[config.mk]
export PLATFORM = sky130hd
export DESIGN_NAME = huffman_symbol_string_decoder
export DESIGN_NICKNAME = d
export VERILOG_FILES = /design/src/design/hsd_pkg.sv /design/src/design/hsd_front.sv /design/src/design/hsd_queue.sv /design/src/design/hsd_back.sv /design/src/design/huffman_symbol_string_decoder.sv
export SDC_FILE = /design/constraint.sdc
export NUM_CORES = 1
export LEC_CHECK = 0
export ABC_CLOCK_PERIOD_IN_PS = 6800
export BUFFER_PORTS_ARGS = -buffer_cell sky130_fd_sc_hd__buf_2
export CELL_PAD_IN_SITES_DETAIL_PLACEMENT = 0
export CELL_PAD_IN_SITES_GLOBAL_PLACEMENT = 2
export CORE_UTILIZATION = 39
export DETAILED_ROUTE_END_ITERATION = 10
export GPL_TIMING_DRIVEN = 0
export PLACE_DENSITY_LB_ADDON = 0.1
export SETUP_SLACK_MARGIN = 0.05
export SYNTH_ARGS = -nofsm -noshare
export SYNTH_HDL_FRONTEND = slang
export SYNTH_HIERARCHICAL = 1
export SYNTH_SLANG_ARGS = --single-unit
[constraint.sdc]
create_clock -name clk -period 6.8 [get_ports clk]
set_input_delay 0.34 -clock clk [delete_from_list [all_inputs] [get_ports clk]]
set_output_delay 0.34 -clock clk [all_outputs]
set_load 0.05 [all_outputs]
[src/design/hsd_pkg.sv]
package hsd_pkg;

    localparam int NODE_W       = 7;
    localparam int TREE_NODES   = 1 << NODE_W;
    localparam int SYM_W        = 7;
    localparam int LEN_W        = 6;
    localparam int CODE_COUNT   = 37;
    localparam int CODE_MAX_LEN = 9;
    localparam int CODE_LEN_W   = 4;
    localparam int QUEUE_DEPTH  = 2;

    localparam logic [SYM_W-1:0] END_SYMBOL  = 7'h20;
    localparam logic [LEN_W-1:0] LEN_RESET   = 6'd32;

    localparam logic [1:0] ERR_NONE     = 2'd0;
    localparam logic [1:0] ERR_UNKNOWN  = 2'd1;
    localparam logic [1:0] ERR_TOO_LONG = 2'd2;

    // What the tree walker found for one bit that produced a result.
    typedef enum logic [1:0] {
        EV_SYMBOL,
        EV_END,
        EV_UNKNOWN
    } event_kind_t;

    typedef struct packed {
        event_kind_t      kind;
        logic [SYM_W-1:0] sym;
    } event_t;

    // Code bits are written as they appear in the code, first bit in bit len-1.
    typedef struct packed {
        logic [CODE_LEN_W-1:0]   len;
        logic [CODE_MAX_LEN-1:0] bits;
        logic [SYM_W-1:0]        sym;
    } code_t;

    typedef struct packed {
        logic [1:0][NODE_W-1:0] child;
        logic [SYM_W-1:0]       leaf;
    } node_t;

    typedef node_t [TREE_NODES-1:0] rom_t;

    localparam code_t CODE_TABLE [CODE_COUNT] = '{
        '{4'd5, 9'b11110,    7'h61}, '{4'd4, 9'b0101,     7'h62},
        '{4'd5, 9'b01000,    7'h63}, '{4'd6, 9'b110001,   7'h64},
        '{4'd6, 9'b110000,   7'h65}, '{4'd6, 9'b010011,   7'h66},
        '{4'd5, 9'b11010,    7'h67}, '{4'd5, 9'b00011,    7'h68},
        '{4'd7, 9'b1111110,  7'h69}, '{4'd9, 9'b000101110, 7'h6a},
        '{4'd6, 9'b010010,   7'h6b}, '{4'd5, 9'b11101,    7'h6c},
        '{4'd5, 9'b01101,    7'h6d}, '{4'd6, 9'b001101,   7'h6e},
        '{4'd7, 9'b1111111,  7'h6f}, '{4'd8, 9'b11011001, 7'h71},
        '{4'd5, 9'b11001,    7'h70}, '{4'd5, 9'b11100,    7'h72},
        '{4'd4, 9'b0010,     7'h73}, '{4'd5, 9'b01100,    7'h74},
        '{4'd5, 9'b00001,    7'h75}, '{4'd7, 9'b1101110,  7'h76},
        '{4'd5, 9'b00000,    7'h77}, '{4'd5, 9'b00111,    7'h78},
        '{4'd7, 9'b0001010,  7'h79}, '{4'd8, 9'b11011000, 7'h7a},
        '{4'd2, 9'b10,       7'h20},
        '{4'd8, 9'b11111011, 7'h30}, '{4'd7, 9'b1111100,  7'h31},
        '{4'd6, 9'b001100,   7'h32}, '{4'd7, 9'b1101101,  7'h33},
        '{4'd8, 9'b11111010, 7'h34}, '{4'd8, 9'b00010110, 7'h35},
        '{4'd7, 9'b1101111,  7'h36}, '{4'd5, 9'b01111,    7'h37},
        '{4'd6, 9'b000100,   7'h38}, '{4'd5, 9'b01110,    7'h39}
    };

    // Builds the prefix tree at elaboration. Nodes are numbered in the order
    // they are first reached; child 0 means no branch since the root is
    // never a child.
    function automatic rom_t build_rom();
        rom_t rom;
        int   used;
        int   cur;
        int   b;
        int   len;
        rom  = '0;
        used = 1;
        for (int e = 0; e < CODE_COUNT; e++)
        begin
            cur = 0;
            len = int'(CODE_TABLE[e].len);
            for (int i = 0; i < len; i++)
            begin
                b = int'(CODE_TABLE[e].bits[len - 1 - i]);
                if (rom[cur].child[b] == '0 && used < TREE_NODES)
                begin
                    rom[cur].child[b] = NODE_W'(used);
                    used++;
                end
                cur = int'(rom[cur].child[b]);
            end
            rom[cur].leaf = CODE_TABLE[e].sym;
        end
        return rom;
    endfunction

    localparam rom_t TREE_ROM = build_rom();

endpackage

[src/design/hsd_front.sv]
module hsd_front (
    input  logic            clk,
    input  logic            rst_n,
    input  logic            bit_valid,
    input  logic            code_bit,
    input  logic            queue_full,
    output logic            bit_ready,
    output logic            push,
    output hsd_pkg::event_t push_event
);
    import hsd_pkg::*;

    logic [NODE_W-1:0] node_reg;
    logic [NODE_W-1:0] node_next;
    logic [NODE_W-1:0] child;
    logic [SYM_W-1:0]  leaf;
    logic              take;

    assign bit_ready = !queue_full;
    assign take      = bit_valid && bit_ready;
    assign child     = TREE_ROM[node_reg].child[code_bit];
    assign leaf      = TREE_ROM[child].leaf;

    always_comb
    begin
        node_next       = node_reg;
        push            = 1'b0;
        push_event.kind = EV_SYMBOL;
        push_event.sym  = leaf;
        if (take)
        begin
            priority if (child == '0)
            begin
                push            = 1'b1;
                push_event.kind = EV_UNKNOWN;
                node_next       = '0;
            end
            else if (leaf == '0)
            begin
                node_next = child;
            end
            else if (leaf == END_SYMBOL)
            begin
                push            = 1'b1;
                push_event.kind = EV_END;
                node_next       = '0;
            end
            else
            begin
                push      = 1'b1;
                node_next = '0;
            end
        end
    end

    always_ff @(posedge clk or negedge rst_n)
    begin
        if (!rst_n)
        begin
            node_reg <= '0;
        end
        else
        begin
            node_reg <= node_next;
        end
    end

endmodule

[src/design/hsd_queue.sv]
module hsd_queue #(
    parameter int DEPTH = hsd_pkg::QUEUE_DEPTH
) (
    input  logic            clk,
    input  logic            rst_n,
    input  logic            push,
    input  hsd_pkg::event_t push_event,
    input  logic            pop,
    output logic            full,
    output logic            not_empty,
    output hsd_pkg::event_t head
);
    import hsd_pkg::*;

    localparam int PTR_W = $clog2(DEPTH);
    localparam int CNT_W = $clog2(DEPTH + 1);

    event_t           slot_reg [DEPTH];
    logic [PTR_W-1:0] wr_ptr_reg;
    logic [PTR_W-1:0] rd_ptr_reg;
    logic [CNT_W-1:0] count_reg;
    logic             do_push;
    logic             do_pop;

    assign full      = (count_reg == CNT_W'(DEPTH));
    assign not_empty = (count_reg != '0);
    assign head      = slot_reg[rd_ptr_reg];
    assign do_push   = push && !full;
    assign do_pop    = pop && not_empty;

    function automatic logic [PTR_W-1:0] ptr_inc(input logic [PTR_W-1:0] p);
        return (p == PTR_W'(DEPTH - 1)) ? '0 : p + 1'b1;
    endfunction

    always_ff @(posedge clk)
    begin
        if (do_push)
        begin
            slot_reg[wr_ptr_reg] <= push_event;
        end
    end

    always_ff @(posedge clk or negedge rst_n)
    begin
        if (!rst_n)
        begin
            wr_ptr_reg <= '0;
            rd_ptr_reg <= '0;
            count_reg  <= '0;
        end
        else
        begin
            if (do_push)
            begin
                wr_ptr_reg <= ptr_inc(wr_ptr_reg);
            end
            if (do_pop)
            begin
                rd_ptr_reg <= ptr_inc(rd_ptr_reg);
            end
            if (do_push && !do_pop)
            begin
                count_reg <= count_reg + 1'b1;
            end
            else if (do_pop && !do_push)
            begin
                count_reg <= count_reg - 1'b1;
            end
        end
    end

endmodule

[src/design/hsd_back.sv]
module hsd_back (
    input  logic                      clk,
    input  logic                      rst_n,
    input  logic                      cfg_we,
    input  logic [hsd_pkg::LEN_W-1:0] cfg_wdata,
    input  logic                      ev_valid,
    input  hsd_pkg::event_t           ev,
    output logic                      ev_pop,
    output logic                      out_valid,
    input  logic                      out_ready,
    output logic [hsd_pkg::SYM_W-1:0] out_symbol,
    output logic                      out_end,
    output logic [1:0]                out_error
);
    import hsd_pkg::*;

    logic [LEN_W-1:0] max_len_reg;
    logic [LEN_W-1:0] cnt_reg;
    logic [LEN_W-1:0] cnt_next;
    logic             valid_reg;
    logic [SYM_W-1:0] symbol_reg;
    logic [SYM_W-1:0] symbol_next;
    logic             end_reg;
    logic             end_next;
    logic [1:0]       error_reg;
    logic [1:0]       error_next;
    logic             too_long;

    assign ev_pop     = ev_valid && (!valid_reg || out_ready);
    assign out_valid  = valid_reg;
    assign out_symbol = symbol_reg;
    assign out_end    = end_reg;
    assign out_error  = error_reg;

    // The symbol that would pass the limit is dropped and reported instead.
    assign too_long = ({1'b0, cnt_reg} + 1'b1) > {1'b0, max_len_reg};

    always_comb
    begin
        cnt_next    = '0;
        symbol_next = '0;
        end_next    = 1'b0;
        error_next  = ERR_NONE;
        unique case (ev.kind)
            EV_SYMBOL:
            begin
                if (too_long)
                begin
                    error_next = ERR_TOO_LONG;
                end
                else
                begin
                    symbol_next = ev.sym;
                    cnt_next    = cnt_reg + 1'b1;
                end
            end
            EV_END:
            begin
                end_next = 1'b1;
            end
            EV_UNKNOWN:
            begin
                error_next = ERR_UNKNOWN;
            end
            default:
            begin
                error_next = ERR_UNKNOWN;
            end
        endcase
    end

    always_ff @(posedge clk)
    begin
        if (ev_pop)
        begin
            symbol_reg <= symbol_next;
            end_reg    <= end_next;
            error_reg  <= error_next;
        end
    end

    always_ff @(posedge clk or negedge rst_n)
    begin
        if (!rst_n)
        begin
            max_len_reg <= LEN_RESET;
            cnt_reg     <= '0;
            valid_reg   <= 1'b0;
        end
        else
        begin
            if (cfg_we)
            begin
                max_len_reg <= cfg_wdata;
            end
            if (ev_pop)
            begin
                cnt_reg   <= cnt_next;
                valid_reg <= 1'b1;
            end
            else if (out_ready)
            begin
                valid_reg <= 1'b0;
            end
        end
    end

endmodule

[src/design/huffman_symbol_string_decoder.sv]
// Channel    Direction  Ports            Contents
// s_axis     in         tvalid/tready    tdata[0] code_bit
// m_axis     out        tvalid/tready    tdata[6:0] symbol, tlast end_of_string,
//                                        tuser[1:0] error_code
// cfg        in         cfg_we           cfg_wdata[5:0] max_string_length
//
// One code bit is taken every cycle; the tree walk is a single ROM lookup.
// A result passes through the event queue and then the output register before it
// reaches m_axis. s_axis stalls only when the event queue is full, which
// happens when m_axis holds back results. Reset returns the walk to the root,
// clears the symbol count and sets the length limit to 32.
module huffman_symbol_string_decoder #(
    parameter int QUEUE_DEPTH = hsd_pkg::QUEUE_DEPTH
) (
    input  logic                      clk,
    input  logic                      rst_n,
    input  logic                      s_axis_tvalid,
    output logic                      s_axis_tready,
    input  logic [7:0]                s_axis_tdata,  // [0] code_bit
    output logic                      m_axis_tvalid,
    input  logic                      m_axis_tready,
    output logic [7:0]                m_axis_tdata,  // [6:0] symbol
    output logic                      m_axis_tlast,  // end_of_string
    output logic [1:0]                m_axis_tuser,  // [1:0] error_code
    input  logic                      cfg_we,
    input  logic [hsd_pkg::LEN_W-1:0] cfg_wdata
);
    import hsd_pkg::*;

    logic             push;
    event_t           push_event;
    logic             queue_full;
    logic             queue_not_empty;
    event_t           head;
    logic             pop;
    logic [SYM_W-1:0] out_symbol;

    hsd_front u_front (
        .clk        (clk),
        .rst_n      (rst_n),
        .bit_valid  (s_axis_tvalid),
        .code_bit   (s_axis_tdata[0]),
        .queue_full (queue_full),
        .bit_ready  (s_axis_tready),
        .push       (push),
        .push_event (push_event)
    );

    hsd_queue #(
        .DEPTH (QUEUE_DEPTH)
    ) u_queue (
        .clk        (clk),
        .rst_n      (rst_n),
        .push       (push),
        .push_event (push_event),
        .pop        (pop),
        .full       (queue_full),
        .not_empty  (queue_not_empty),
        .head       (head)
    );

    hsd_back u_back (
        .clk        (clk),
        .rst_n      (rst_n),
        .cfg_we     (cfg_we),
        .cfg_wdata  (cfg_wdata),
        .ev_valid   (queue_not_empty),
        .ev         (head),
        .ev_pop     (pop),
        .out_valid  (m_axis_tvalid),
        .out_ready  (m_axis_tready),
        .out_symbol (out_symbol),
        .out_end    (m_axis_tlast),
        .out_error  (m_axis_tuser)
    );

    assign m_axis_tdata = {1'b0, out_symbol};

endmodule
==> metrics <==
Post-synth EDFFs=28; Most used DFF post-synth=edfxtp_1; violation count after the first detailed-route iteration=412; vias in the first global route=between 3000 and 4000; Cell variety after synth=88; IO Count=32; worst hold path type=in -> async; total clock buffers created by CTS=5; CP max-delay cell=or4_4; Syn. warnings=6; total vias in the final route=approximately 4100; Total GRT Usage=22.9%; first-pass GRT wire length=20900 um; Syn Inst Count=between 400 and 500; Post-Syn Nets=527; kind of critical path=reg -> reg; Pins Over Slew Limit=0; CTS resizes=0; standard cell core area=11000 um^2; RSZ-0062 raised after global routing=false; synthesized flop and latch total=52; filler cell count=1087; Pwr Density=560 nW/um^2; Netlist Area Pre-Place=4460 um^2; multi-input logic area=2680 um^2; maximum VDD drop=around 0.29 mV; setup ws final=644 ps; final-report hold violation count=0; routability cong.=0.916; Final HPWL DP=roughly 9500 um; CP cell instances=buf_2, inv_1, ha_1, buf_2, a21oi_1, a311oi_1, nor4b_1, a211oi_2, and2_1, buf_4, inv_1, ha_1, o21ai_0, a21boi_0, a2111oi_0, or4_4, nor4_4, a41oi_1, nand2_1, inv_1, ha_1, nor2_1, xor2_1; Setup crit end kind=register; post-route DRC violation count=0; flop2flop setup slack=between 600 and 700 ps; Clock H-tree levels=2; max cap viols=0; final core utilization=44.6%; clk_skew=5.64 ps; Area growth syn-to-layout=9.76%; startpoint types=register; Congestion Overflow GR=0; Max Clock Freq=0.162 GHz; CTS Sinks=52; clk slew on worst S/H paths=70 ps; Clk Latency, worst-skew pair=290 ps; largest net degree at the start of global routing=25; initial antenna violation count=0; die width=109 um; WP data required=7010 ps; WL per Instance=approximately 20 um; maximum clock path buffer count=2; sequential-to-total area share from yosys stat=32.3%; Final min period=about 6200 ps; die area=roughly 12000 um^2; register area=1440 um^2; worst-path maximum fanout=10; CTS root buf=clkbuf_16; setup_tns=0 ps; total power=about 2.7 mW; final worst-path cycle share=90.5%; CP Data Arrival Time=6370 ps; CP max stage delay=600 ps; CTS hold repair buffers=0; WL final=13000 um; # diodes=0; async set-reset flop share out of synthesis=46.2%; syn avg cell area=9.18 um^2; die height=109 um; Slew headroom=a little under half; DR pass1 iterations=5; Detail Route Antenna Nets=0; Post-CTS Setup Repair Bufs=0; reg2reg path depth=23; max reg flops=18; fin nets=between 500 and 600; layout cells sized above 1=19.8%; status=completed; final setup violation count=0; Slew @ Worst Pin=roughly 800 ps; pre-CTS WS=809 ps; num rows=38; LEAKAGE=1.97 nW; Starting Density=~41%; clock tree from TritonCTS=built; port bufs=22; routed vias/inst=6.22
[logic make-up after synthesis]
logic type	Yosys count	synth area share (%)
multiplexers	20	4.96
buffers and inverters	60	7.57
AO/OA/AOI/OAI	142	24.9
adder cells (fa/ha/maj)	22	6.17
other	1	0.0841
XOR/XNOR	11	2.16
flip-flops	52	32.3
AND/OR/NAND/NOR	178	21.9
[synthesized netlist by cell type (all sizes together), types with 7 or more instances]
library cell	count	area [um^2]
mux2	14	161
nor2	30	115
xnor2	7	61.3
a31oi	7	50.1
a21oi	24	120
a21o	8	61.3
nor3b	8	60.1
nand2b	15	93.8
nor3	13	65.1
buf	29	221
nand3	16	80.1
nand2	42	163
or2	8	55.1
ha	22	275
dfrtp	23	576
o211ai	7	52.6
o21ai	20	104
inv	23	86.3
nand4	7	43.8
clkbuf	8	30.0
edfxtp	28	841
nor2b	12	75.1
[per-layer routing]
layer	vias to the layer above	wire, um	global-route usage [%]
li1	1887	-	-
met1	1941	5610	30.5
met2	207	6020	36.8
met3	48	866	2.87
met4	0	546	10.7
met5	-	0	0
[critical path: cells and delay by family (launching register included)]
kind,cells,cell delay (ps)
flip-flops,1,470
buffers and inverters,6,1260
AO/OA/AOI/OAI,7,1390
adder cells (fa/ha/maj),3,1070
XOR/XNOR,1,150
AND/OR/NAND/NOR,6,1730
[area by class of cell]
| class | count | share of cell area (%) |
|---|---|---|
| Multi-Input combinational cell | 374 | 54.7 |
| Sequential cell | 52 | 29.5 |
| Buffer | 37 | 5.14 |
| Tap cell | 140 | 3.58 |
| Clock buffer | 5 | 2.56 |
| Timing Repair Buffer | 22 | 2.25 |
| Inverter | 23 | 1.76 |
| Clock inverter | 3 | 0.511 |
[stage by stage]
| step | cell area [um^2] | std cells | hold WS [ps] |
|---|---|---|---|
| 3_3_place_gp | 4750 | 648 | 360 |
| 6_report | 4900 | 656 | 27.1 |
| 2_1_floorplan | 4460 | 486 | 44.4 |
| 5_1_grt | 4900 | 656 | 78.1 |
| 4_1_cts | 4900 | 656 | 45.9 |
| 3_5_place_dp | 4750 | 648 | 357 |
[cell usage in the layout, fill, tap and decap left out, types with 9 or more instances in the layout]
master    netlist  routed
o21ai_0        19      19
nand2_1        40      40
edfxtp_1       28      28
dfrtp_1        23      23
nand2b_1       15      15
mux2_2         13      13
buf_2          12      34
nor2_1         29      29
buf_6           9       9
nor3_1         13      13
nand3_1        16      16
inv_1          22      22
a21oi_1        24      24
nor2b_1        12      12
ha_1           22      22
[power breakdown]
part | internal (mW) | switching, mW
registers | 0.521 | 0.0521
logic | 0.673 | 1.24
clock network | 0.139 | 0.115
total | 1.33 | 1.41
[final timing paths]
check,endpoint,from
hold reg to reg,u_queue/count_reg[1],u_queue/count_reg[1]
setup reg to reg,u_queue/count_reg[1],u_front/node_reg[0]
min in group clk,u_back/max_len_reg[1],cfg_wdata[1]
setup / recovery,u_queue/count_reg[1],u_front/node_reg[0]
hold / removal,u_back/out_valid,rst_n
max in group asynchronous,u_back/max_len_reg[5],rst_n
(Power assumes the default switching activity.)
